## config.mk

```make
export PLATFORM = sky130hd
export DESIGN_NAME = coil_alignment_level_classifier
export DESIGN_NICKNAME = d
export VERILOG_FILES = /design/src/calc_pkg.sv /design/src/calc_ctrl.sv /design/src/calc_dp.sv /design/src/coil_alignment_level_classifier.sv
export SDC_FILE = /design/constraint.sdc
export NUM_CORES = 1
export LEC_CHECK = 0
export BUFFER_PORTS_ARGS = -buffer_cell sky130_fd_sc_hd__buf_4
export CAP_MARGIN = 20
export CORE_AREA = 2 2 155 157
export DETAILED_ROUTE_END_ITERATION = 10
export DIE_AREA = 0 0 157 159
export PLACE_DENSITY_LB_ADDON = 0.2
export SETUP_SLACK_MARGIN = 0.05
export SLEW_MARGIN = 20
export SYNTH_ARGS = -nofsm -noshare
export SYNTH_HDL_FRONTEND = slang
export SYNTH_SLANG_ARGS = --single-unit
```

## constraint.sdc

```tcl
create_clock -name clk_i -period 10.7 [get_ports clk_i]
set_input_delay 2.675 -clock clk_i [delete_from_list [all_inputs] [get_ports clk_i]]
set_output_delay 2.675 -clock clk_i [all_outputs]
set_load 0.01 [all_outputs]
```

## src/calc_pkg.sv

```systemverilog
`timescale 1ns / 1ps

package calc_pkg;

  localparam int unsigned FreqW   = 17;
  localparam int unsigned PeriodW = 10;
  localparam int unsigned CodeW   = 12;
  localparam int unsigned CurrW   = 11;
  localparam int unsigned HystW   = 8;
  localparam int unsigned CfgIdxW = 2;

  // restoring division of 2^16 by the period code, one quotient bit per step
  localparam int unsigned DivSteps = FreqW;
  localparam int unsigned CntW     = $clog2(DivSteps);
  localparam logic [FreqW-1:0] Dividend = 17'h10000;

  localparam logic [10:0] CurrScale = 11'd1800;

  localparam logic [1:0] OpSample = 2'd0;
  localparam logic [1:0] OpStart  = 2'd1;
  localparam logic [1:0] OpStop   = 2'd2;

  localparam logic [1:0] LvlNc  = 2'd0;
  localparam logic [1:0] LvlOne = 2'd1;
  localparam logic [1:0] LvlTwo = 2'd2;

  localparam logic [CfgIdxW-1:0] CfgThreshold = 2'd0;
  localparam logic [CfgIdxW-1:0] CfgHystUp    = 2'd1;
  localparam logic [CfgIdxW-1:0] CfgHystDown  = 2'd2;
  localparam logic [CfgIdxW-1:0] CfgMinFreq   = 2'd3;

  localparam logic [FreqW-1:0] ThresholdRst = 17'd145;
  localparam logic [HystW-1:0] HystUpRst    = 8'd8;
  localparam logic [HystW-1:0] HystDownRst  = 8'd5;
  localparam logic [FreqW-1:0] MinFreqRst   = 17'd100;

  typedef struct packed {
    logic [1:0] opcode;
    logic [7:0] freq_high_byte;
    logic [7:0] freq_low_byte;
    logic [7:0] curr_high_byte;
    logic [7:0] curr_low_byte;
  } in_t;

  typedef struct packed {
    logic [1:0]       alignment_level;
    logic             reading_valid;
    logic [FreqW-1:0] frequency;
    logic [CurrW-1:0] current_ma;
  } out_t;

  typedef struct packed {
    logic load;
    logic step;
    logic finish;
  } cmd_t;

  typedef struct packed {
    logic need_div;
  } sts_t;

endpackage

```

## src/calc_ctrl.sv

```systemverilog
`timescale 1ns / 1ps

module calc_ctrl (
  input  logic            clk_i,
  input  logic            rst_ni,
  input  logic            in_valid_i,
  output logic            in_ready_o,
  output logic            out_valid_o,
  input  logic            out_ready_i,
  input  calc_pkg::sts_t  sts_i,
  output calc_pkg::cmd_t  cmd_o
);

  localparam logic [1:0] StIdle = 2'd0;
  localparam logic [1:0] StDiv  = 2'd1;
  localparam logic [1:0] StFin  = 2'd2;

  localparam logic [calc_pkg::CntW-1:0] LastStep =
    calc_pkg::CntW'(calc_pkg::DivSteps - 1);

  logic [1:0]                state_q, state_d;
  logic [calc_pkg::CntW-1:0] cnt_q, cnt_d;
  logic                      out_valid_q, out_valid_d;
  logic                      out_free;

  assign in_ready_o  = (state_q == StIdle);
  assign out_valid_o = out_valid_q;
  assign out_free    = !out_valid_q || out_ready_i;

  assign cmd_o.load   = in_valid_i && in_ready_o;
  assign cmd_o.step   = (state_q == StDiv);
  assign cmd_o.finish = (state_q == StFin) && out_free;

  always_comb begin
    state_d = state_q;
    cnt_d   = cnt_q;
    unique case (state_q)
      StIdle: begin
        cnt_d = '0;
        if (cmd_o.load) begin
          state_d = sts_i.need_div ? StDiv : StFin;
        end
      end
      StDiv: begin
        if (cnt_q == LastStep) begin
          state_d = StFin;
        end else begin
          cnt_d = cnt_q + 1'b1;
        end
      end
      StFin: begin
        if (out_free) begin
          state_d = StIdle;
        end
      end
      default: state_d = StIdle;
    endcase
  end

  always_comb begin
    out_valid_d = out_valid_q;
    if (cmd_o.finish) begin
      out_valid_d = 1'b1;
    end else if (out_ready_i) begin
      out_valid_d = 1'b0;
    end
  end

  always_ff @(posedge clk_i or negedge rst_ni) begin
    if (!rst_ni) begin
      state_q     <= StIdle;
      cnt_q       <= '0;
      out_valid_q <= 1'b0;
    end else begin
      state_q     <= state_d;
      cnt_q       <= cnt_d;
      out_valid_q <= out_valid_d;
    end
  end

endmodule

```

## src/calc_dp.sv

```systemverilog
`timescale 1ns / 1ps

module calc_dp (
  input  logic                             clk_i,
  input  logic                             rst_ni,
  input  calc_pkg::in_t                    in_data_i,
  input  logic                             cfg_we_i,
  input  logic [calc_pkg::CfgIdxW-1:0]     cfg_idx_i,
  input  logic [calc_pkg::FreqW-1:0]       cfg_wdata_i,
  input  calc_pkg::cmd_t                   cmd_i,
  output calc_pkg::sts_t                   sts_o,
  output calc_pkg::out_t                   out_data_o
);

  localparam int unsigned FW = calc_pkg::FreqW;

  // configuration
  logic [FW-1:0]                 thr_q, min_q;
  logic [calc_pkg::HystW-1:0]    up_q, dn_q;

  // architectural state
  logic [1:0]    level_q, level_d;
  logic [FW-1:0] rep_freq_q, rep_freq_d;

  // per-item working registers
  logic [1:0]                   op_q;
  logic [calc_pkg::PeriodW-1:0] period_q;
  logic [calc_pkg::CurrW-1:0]   scaled_q;
  logic [calc_pkg::PeriodW:0]   rem_q;
  logic [FW-1:0]                dvd_q;
  logic [FW-1:0]                quo_q;
  calc_pkg::out_t               out_q, out_d;

  logic [calc_pkg::PeriodW-1:0] in_period;
  logic [calc_pkg::CodeW-1:0]   in_code;
  logic [22:0]                  prod;
  logic [calc_pkg::PeriodW:0]   trial;
  logic                         qbit;
  logic [calc_pkg::PeriodW:0]   rem_next;

  assign in_period = {in_data_i.freq_high_byte, in_data_i.freq_low_byte[7:6]};
  assign in_code   = {in_data_i.curr_high_byte, in_data_i.curr_low_byte[7:4]};
  assign prod      = 23'(in_code) * 23'(calc_pkg::CurrScale);

  assign sts_o.need_div = ((in_data_i.opcode == calc_pkg::OpSample) ||
                           (in_data_i.opcode == calc_pkg::OpStart)) &&
                          (in_period != '0);

  // restoring divider step
  assign trial    = {rem_q[calc_pkg::PeriodW-1:0], dvd_q[FW-1]};
  assign qbit     = (trial >= {1'b0, period_q});
  assign rem_next = qbit ? (trial - {1'b0, period_q}) : trial;

  function automatic logic [1:0] next_level(
    input logic [1:0]                  lvl,
    input logic [FW-1:0]               f,
    input logic [FW-1:0]               thr,
    input logic [FW-1:0]               fmin,
    input logic [calc_pkg::HystW-1:0]  up,
    input logic [calc_pkg::HystW-1:0]  dn
  );
    logic [FW:0] f_x, thr_x, min_x, thr_up, f_dn;
    logic [1:0]  res;
    f_x    = {1'b0, f};
    thr_x  = {1'b0, thr};
    min_x  = {1'b0, fmin};
    thr_up = thr_x + (FW+1)'(up);
    // f <= thr - dn, kept unsigned by moving dn to the left side
    f_dn   = f_x + (FW+1)'(dn);
    res    = lvl;
    unique case (lvl)
      calc_pkg::LvlNc: begin
        if (f_x >= thr_x)      res = calc_pkg::LvlTwo;
        else if (f_x > min_x)  res = calc_pkg::LvlOne;
        else                   res = calc_pkg::LvlNc;
      end
      calc_pkg::LvlOne: begin
        if (f_x > thr_up)      res = calc_pkg::LvlTwo;
        else if (f_x < min_x)  res = calc_pkg::LvlNc;
        else                   res = calc_pkg::LvlOne;
      end
      calc_pkg::LvlTwo: begin
        if (f_x < min_x)       res = calc_pkg::LvlNc;
        else if (f_dn <= thr_x) res = calc_pkg::LvlOne;
        else                   res = calc_pkg::LvlTwo;
      end
      default: res = lvl;
    endcase
    return res;
  endfunction

  always_comb begin
    logic [1:0] base;
    base       = (op_q == calc_pkg::OpStart) ? calc_pkg::LvlNc : level_q;
    level_d    = level_q;
    rep_freq_d = rep_freq_q;
    out_d.reading_valid = 1'b0;
    out_d.current_ma    = '0;
    unique case (op_q)
      calc_pkg::OpSample, calc_pkg::OpStart: begin
        level_d = base;
        if (period_q == '0) begin
          rep_freq_d = '0;
        end else begin
          rep_freq_d = quo_q;
          if (scaled_q != '0) begin
            level_d             = next_level(base, quo_q, thr_q, min_q, up_q, dn_q);
            out_d.reading_valid = 1'b1;
            out_d.current_ma    = scaled_q;
          end
        end
      end
      calc_pkg::OpStop: level_d = calc_pkg::LvlNc;
      default: ;
    endcase
    out_d.alignment_level = level_d;
    out_d.frequency       = rep_freq_d;
  end

  always_ff @(posedge clk_i or negedge rst_ni) begin
    if (!rst_ni) begin
      thr_q      <= calc_pkg::ThresholdRst;
      up_q       <= calc_pkg::HystUpRst;
      dn_q       <= calc_pkg::HystDownRst;
      min_q      <= calc_pkg::MinFreqRst;
      level_q    <= calc_pkg::LvlNc;
      rep_freq_q <= '0;
    end else begin
      if (cfg_we_i) begin
        unique case (cfg_idx_i)
          calc_pkg::CfgThreshold: thr_q <= cfg_wdata_i;
          calc_pkg::CfgHystUp:    up_q  <= cfg_wdata_i[calc_pkg::HystW-1:0];
          calc_pkg::CfgHystDown:  dn_q  <= cfg_wdata_i[calc_pkg::HystW-1:0];
          calc_pkg::CfgMinFreq:   min_q <= cfg_wdata_i;
          default: ;
        endcase
      end
      if (cmd_i.finish) begin
        level_q    <= level_d;
        rep_freq_q <= rep_freq_d;
      end
    end
  end

  always_ff @(posedge clk_i) begin
    if (cmd_i.load) begin
      op_q     <= in_data_i.opcode;
      period_q <= in_period;
      scaled_q <= prod[22:12];
      rem_q    <= '0;
      dvd_q    <= calc_pkg::Dividend;
      quo_q    <= '0;
    end else if (cmd_i.step) begin
      rem_q <= rem_next;
      dvd_q <= {dvd_q[FW-2:0], 1'b0};
      quo_q <= {quo_q[FW-2:0], qbit};
    end
    if (cmd_i.finish) begin
      out_q <= out_d;
    end
  end

  assign out_data_o = out_q;

endmodule

```

## src/coil_alignment_level_classifier.sv

```systemverilog
`timescale 1ns / 1ps
// A sample or start with a nonzero period code runs 17 divider steps and then
// the finish state before its result is valid; other items go straight to finish.
// A new item is accepted only when idle, after the previous one has finished.
// A finished result waits in the output register while the next item runs.
// Reset (rst_ni low, async) clears level, reported frequency and handshakes,
// and restores the configuration registers to their defaults.

module coil_alignment_level_classifier (
  input  logic                          clk_i,
  input  logic                          rst_ni,
  input  logic                          in_valid_i,
  output logic                          in_ready_o,
  input  calc_pkg::in_t                 in_data_i,
  output logic                          out_valid_o,
  input  logic                          out_ready_i,
  output calc_pkg::out_t                out_data_o,
  input  logic                          cfg_we_i,
  input  logic [calc_pkg::CfgIdxW-1:0]  cfg_idx_i,
  input  logic [calc_pkg::FreqW-1:0]    cfg_wdata_i
);

  calc_pkg::cmd_t cmd;
  calc_pkg::sts_t sts;

  calc_ctrl u_ctrl (
    .clk_i       (clk_i),
    .rst_ni      (rst_ni),
    .in_valid_i  (in_valid_i),
    .in_ready_o  (in_ready_o),
    .out_valid_o (out_valid_o),
    .out_ready_i (out_ready_i),
    .sts_i       (sts),
    .cmd_o       (cmd)
  );

  calc_dp u_dp (
    .clk_i       (clk_i),
    .rst_ni      (rst_ni),
    .in_data_i   (in_data_i),
    .cfg_we_i    (cfg_we_i),
    .cfg_idx_i   (cfg_idx_i),
    .cfg_wdata_i (cfg_wdata_i),
    .cmd_i       (cmd),
    .sts_o       (sts),
    .out_data_o  (out_data_o)
  );

endmodule
```

After elaboration in Yosys (flattened, before gate mapping)
Index checks and enable logic that the tools add are counted.
- $add $sub $neg: 4
- multipliers: 1
- divide/modulo/power cells: 0
- $lt $le $gt $ge: 6
- equality and inequality tests: 15
- shift-type cells: 0
- multiplexer cells: 24
- bitwise operators: 2
- reductions and logical operators: 25
- operators by type and width (cell ; count):
    $add 17x8->18 ; 2
    $mux 17 ; 2
    $mux 2 ; 11
    $mul 12x8->20 const B ; 1
    $gt 17x18->1 ; 1
    $le 18x17->1 ; 1
    $ge 17x17->1 ; 1
    $gt 17x17->1 ; 1
    $lt 17x17->1 ; 1
    $pmux 2 s3 ; 2
    $ge 11x10->1 ; 1
    $reduce_bool 11->1 ; 1
    $eq 2x1->1 const B ; 5
    $eq 2x2->1 const B ; 5
    $logic_not 10->1 ; 1
    $logic_not 2->1 ; 5
    $mux 10 ; 1
    $pmux 5 s2 ; 1
    $reduce_and 2->1 ; 5
    $reduce_bool 10->1 ; 1
    $sub 10x10->10 ; 1
    $add 5x1->5 const B ; 1
    $eq 5x5->1 const B ; 1
    $mux 1 ; 5
    12 further kinds ; 20
- register bits: 159
- latch bits: 0
- RAM bits: 0
- memory bits (read-only): 0
- input port bits: 58
- output and inout port bits: 33
- word-level logic and storage cells: 96
- memories: 0

Longest topological paths before layout
- word-level depth: 8
- mapped depth: 20
- depth with buffers taken out: 20

Hierarchy
Synthesis repeated with hierarchy kept, for this count alone.
- cell total of the unflattened synthesis: 1030
- area total of the unflattened synthesis: 10566.4 um^2
- by module, submodules not included (module ; instances ; cells each ; area each (um^2) ; sequential area each (um^2)):
    calc_dp ; 1 ; 986 ; 10114.7 ; 3920.0
    calc_ctrl ; 1 ; 44 ; 451.7 ; 200.2

Worst setup path after synthesis
No wires, ideal clock.
- kind: input-to-reg
- start point: input in_data_i[8] (netlist bit)
- end point: register u_dp.scaled_q[10] (netlist bit) (data pin)
- setup time: 258 ps
- data arrival time: 5735 ps
- required time: 10442 ps
- path slack: 4708 ps
- stages on the path: 13
- cells stage by stage: fa_1 > ha_1 > inv_1 > fa_1 > inv_1 > ha_1 > ha_1 > or4_1 > o21ai_2 > o2111a_1 > o21bai_1 > a21oi_2 > xnor2_1
- word-level cells in the longest chain between the ends: 1
- ends and longest elaborated chain (what ; RTL line ; RTL):
    start, declared ; coil_alignment_level_classifier.sv:14 ; input calc_pkg::in_t in_data_i,
    $mul 12x8->20 ; calc_dp.sv:43 ; assign prod = 23'(in_code) * 23'(calc_pkg::CurrScale);
    named net u_dp.prod[22] ; calc_dp.sv:36 ; logic [22:0] prod;
    end signal, assigned ; calc_dp.sv:149 ; scaled_q <= prod[22:12];
    end, declared ; calc_dp.sv:28 ; logic [calc_pkg::CurrW-1:0] scaled_q;
The timed path passes the listed nets, and every way through them passes these cells.
A chain may end at the register's enable or synchronous reset.

Worst setup path in the final report
- start point: input in_data_i[5] (netlist bit)
- end point: register u_dp.scaled_q[10] (netlist bit) (data pin)
Same word-level chain as after synthesis.

==> metrics.csv <==
stage,metric,value,unit
cts,hold_buffers,0,
cts,cts_tree,done,
floorplan,ioPinCount,91,
cts,cts_root_buf,clkbuf_16,
global_routing,grt_pass1_vias,7306,
yosys,syn_area,10400,sq um
floorplan,fp.dieH,159,microns
cts,clock-sinks,159,
global_routing,grt_overflow,0,
timing,setup_violations,0,
drt,wl_per_cell,15.2,microns
global_routing,grt_usage,0.187,
worst_setup_path,rr_worst_depth,20,
worst_setup_path,reg2reg_slack,5.93,ns
drt,drtIter0Drc,313,
timing,finClkSkew,0.00525,ns
cells_and_area,layout-drive-gt1-share,0.175,
global_routing,grt_max_degree,78,
cells_and_area,final_util,0.512,
run,drv_cap,0,
cts,path_clk_slew,0.07,ns
yosys,yosys.area.top_type,ha_1,
yosys,avgSynthCellArea,10.1,sq um
worst_setup_path,worstSetupStartpointType,primary input,
floorplan,die_area,25000,sq um
timing,whs,0.499,ns
cells_and_area,stdcell_count,1445,
worst_setup_path,cp.required,10.89,ns
yosys,async_flop_share,0.484,
cts,post_cts_buffers,0,
worst_setup_path,worst_path_max_delay_cell,fa_1,
worst_setup_path,critPathMaxFanout,3,
floorplan,coreArea,23200,sq um
power,p_sw,940,uW
timing,rsz0062_at_grt,false,
cells_and_area,nets,1331,
power,seq_power_share,0.363,
cts,clk_latency,0.43,ns
yosys,synthTopCellsByArea,"ha_1 17%, dfrtp_1 16%, edfxtp_1 16%, mux2_2 5.5%, dfxtp_1 5.4%",
worst_hold_path,hold_path_end,u_dp.rem_q[1],
timing,relSlewSlack,0.336,
power,switching_share,0.370,
floorplan,initial_core_util,0.447,
floorplan,die_w,157,microns
worst_hold_path,hold_class,flip-flop to flip-flop,
drt,wirelength,22000,microns
cts,clockBufferDepth,2,
cts,htreeDepth,4,
timing,tns,0,ns
timing,slew_violations,0,
power,combPwrFrac,0.407,
drt,num_vias,7404,
yosys,synth_cell_types,67,
yosys,synthDominantCellAreaShare,0.171,
yosys,synth_seq_area_share,0.398,
worst_setup_path,r2r_end,u_dp.out_data_o[29],
place,port_buffers,80,
drt,drt-vias-per-instance,5.12,
cts,cts_made_buffers,17,
yosys,yosys_most_used_dff,dfrtp_1,
yosys,syn-num-nets,1249,
worst_setup_path,timing.rr.start,u_dp.thr_q[0],
yosys,synthCells,1031,
global_routing,grt_pass1_wl,37100,microns
timing,period_share,0.549,
worst_hold_path,holdCritStartpoint,u_dp.rem_q[1],
worst_setup_path,cp-end-kind,flip-flop,
worst_setup_path,path_cells,buf_4 > fa_1 > ha_1 > inv_1 > fa_1 > inv_1 > ha_1 > ha_1 > a31oi_1 > o21ai_1 > o21ai_2 > o2111a_1 > o21bai_1 > a21oi_2 > xnor2_1,
worst_setup_path,crit_top_cell,ha_1,
yosys,synth_warnings,0,
worst_setup_path,cp.arrival,6.06,ns
power,p_int,1600,uW
worst_setup_path,path_class,primary input to flip-flop,
drt,drtAntennaViolNets,0,
timing,worst_pin_slew,0.995,ns
timing,hold_viol_final,0,
place,place_inst,1412,
place,gpl.final_weighted_congestion,0.825,
cells_and_area,diodes,0,
global_routing,antenna_found_initial,0,
power,leakagePower,0.00536,uW
floorplan,rows,56,
timing,min_period,5.87,ns
worst_hold_path,hold_depth,2,
cells_and_area,mostFrequentLayoutCell,ha_1,
drt,drc,0,
cells_and_area,fillers,2125,
yosys,synth_enable_flop_cells,54,
cts,cts_resized,0,
power,ir_worst_vdd,0.117,mV
status,outcome,"complete, no violations",
drt,dr.pass1.iters,5,
cells_and_area,area.growth.synth_to_final,14.6,%
place,dp_hpwl,16600,microns
worst_setup_path,cpPeakStageDelay,0.49,ns
timing,fmax,0.170,GHz
power,clock_power_share,0.231,
yosys,ys_ff_latch,159,
power,p_per_area,214,nW/um^2
cells_and_area,final_cell_mix,"142 x ha_1, 118 x nand2_1, 91 x inv_1",
critical path, delay by kind of cell:
family                     cells  cell delay [ns]
adders and majority gates      5             1.82
xor gates and xnor gates       1             0.07
buffers and inverters          3             0.22
AOI/OAI and AO/OA              6             1.27
power groups by stage:
stage	clock, uW	sequential (uW)	combinational (uW)
after floorplan	0	917	755
after global placement	0	930	1010
after detailed placement	0	933	1030
after CTS	598	922	1040
after global routing	624	942	1180
final	586	920	1030
cell type report:
class                           instances  area [sq um]  area share
Inverter                               93           349      0.0294
Tap cell                              319           399      0.0336
Sequential cell                       159          4120       0.347
Multi-Input combinational cell        757          5810       0.489
Clock buffer                           18           429      0.0361
Clock inverter                         14           129      0.0108
Timing Repair Buffer                   85           646      0.0543
layer usage:
layer	part of all wire	up-vias	global-route usage
met2	0.48	84	0.310
met4	0.0097	0	0.0434
met3	0.030	17	0.0359
met1	0.48	3485	0.252
li1	-	3818	-
met5	0	-	0
Yosys cell counts, types with 3 or more instances:
cell type	n
dfxtp_1	28
and3_1	8
o21bai_1	4
nand4_1	16
xor2_1	12
dfrtp_1	68
or4_1	3
edfxtp_1	54
a211oi_1	8
nand3b_1	4
nand2_1	118
fa_1	18
o21ai_2	4
mux2_2	51
nor2_1	48
mux2i_1	6
dfstp_2	9
a21oi_1	59
xnor2_1	30
o211ai_1	4
nor4_1	9
and2_1	12
nand3_1	20
ha_1	142
or3_1	3
nor2b_1	14
o21ai_1	4
nand2b_1	9
inv_1	91
nor3_1	13
clkbuf_1	19
o21ai_0	77
o31ai_1	4
o21a_1	8
a21o_1	10
flip-flops by register name, summed over array words and instances, names as in the netlist:
register and flops:
u_dp.out_data_o 31, u_dp.min_q 17, u_dp.quo_q 17, u_dp.rep_freq_q 17, u_dp.thr_q 17, u_dp.scaled_q 11
u_dp.period_q 10, u_dp.rem_q 10, u_dp.dn_q 8, u_dp.up_q 8, u_ctrl.cnt_q 5, u_ctrl.state_q 2
u_dp.level_q 2, u_dp.op_q 2, u_ctrl.out_valid_o 1, u_dp.dvd_q 1
cells by family (layout without fill, tap and decap cells):
| family | Yosys count | after routing | synth area share |
|---|---|---|---|
| and+or+nand+nor | 290 | 290 | 0.134 |
| DFF | 159 | 159 | 0.398 |
| buffers and inverters | 115 | 210 | 0.0426 |
| adders and majority gates | 160 | 160 | 0.206 |
| muxes | 57 | 57 | 0.0612 |
| xor gates and xnor gates | 42 | 42 | 0.0355 |
| AOI/OAI and AO/OA | 208 | 208 | 0.123 |
worst max path at each step:
stage,endpoint,depth (start not counted),slack (ns),start
2_1_floorplan,u_dp.scaled_q[10],13,4.71,in_data_i[8]
3_3_place_gp,u_dp.scaled_q[10],15,4.37,in_data_i[5]
3_5_place_dp,u_dp.scaled_q[10],15,4.33,in_data_i[5]
4_1_cts,u_dp.scaled_q[10],15,4.80,in_data_i[5]
5_1_grt,u_dp.scaled_q[10],15,4.59,in_data_i[5]
6_report,u_dp.scaled_q[10],15,4.83,in_data_i[5]
through the flow:
step	instance area [sq um]	setup WS [ns]	total power [uW]
after global placement	11300	4.37	1940
after CTS	11900	4.80	2560
final	11900	4.83	2540
after global routing	11900	4.59	2750
after detailed placement	11300	4.33	1970
after floorplan	10400	4.71	1670
Power figures use the tool's default switching activity.
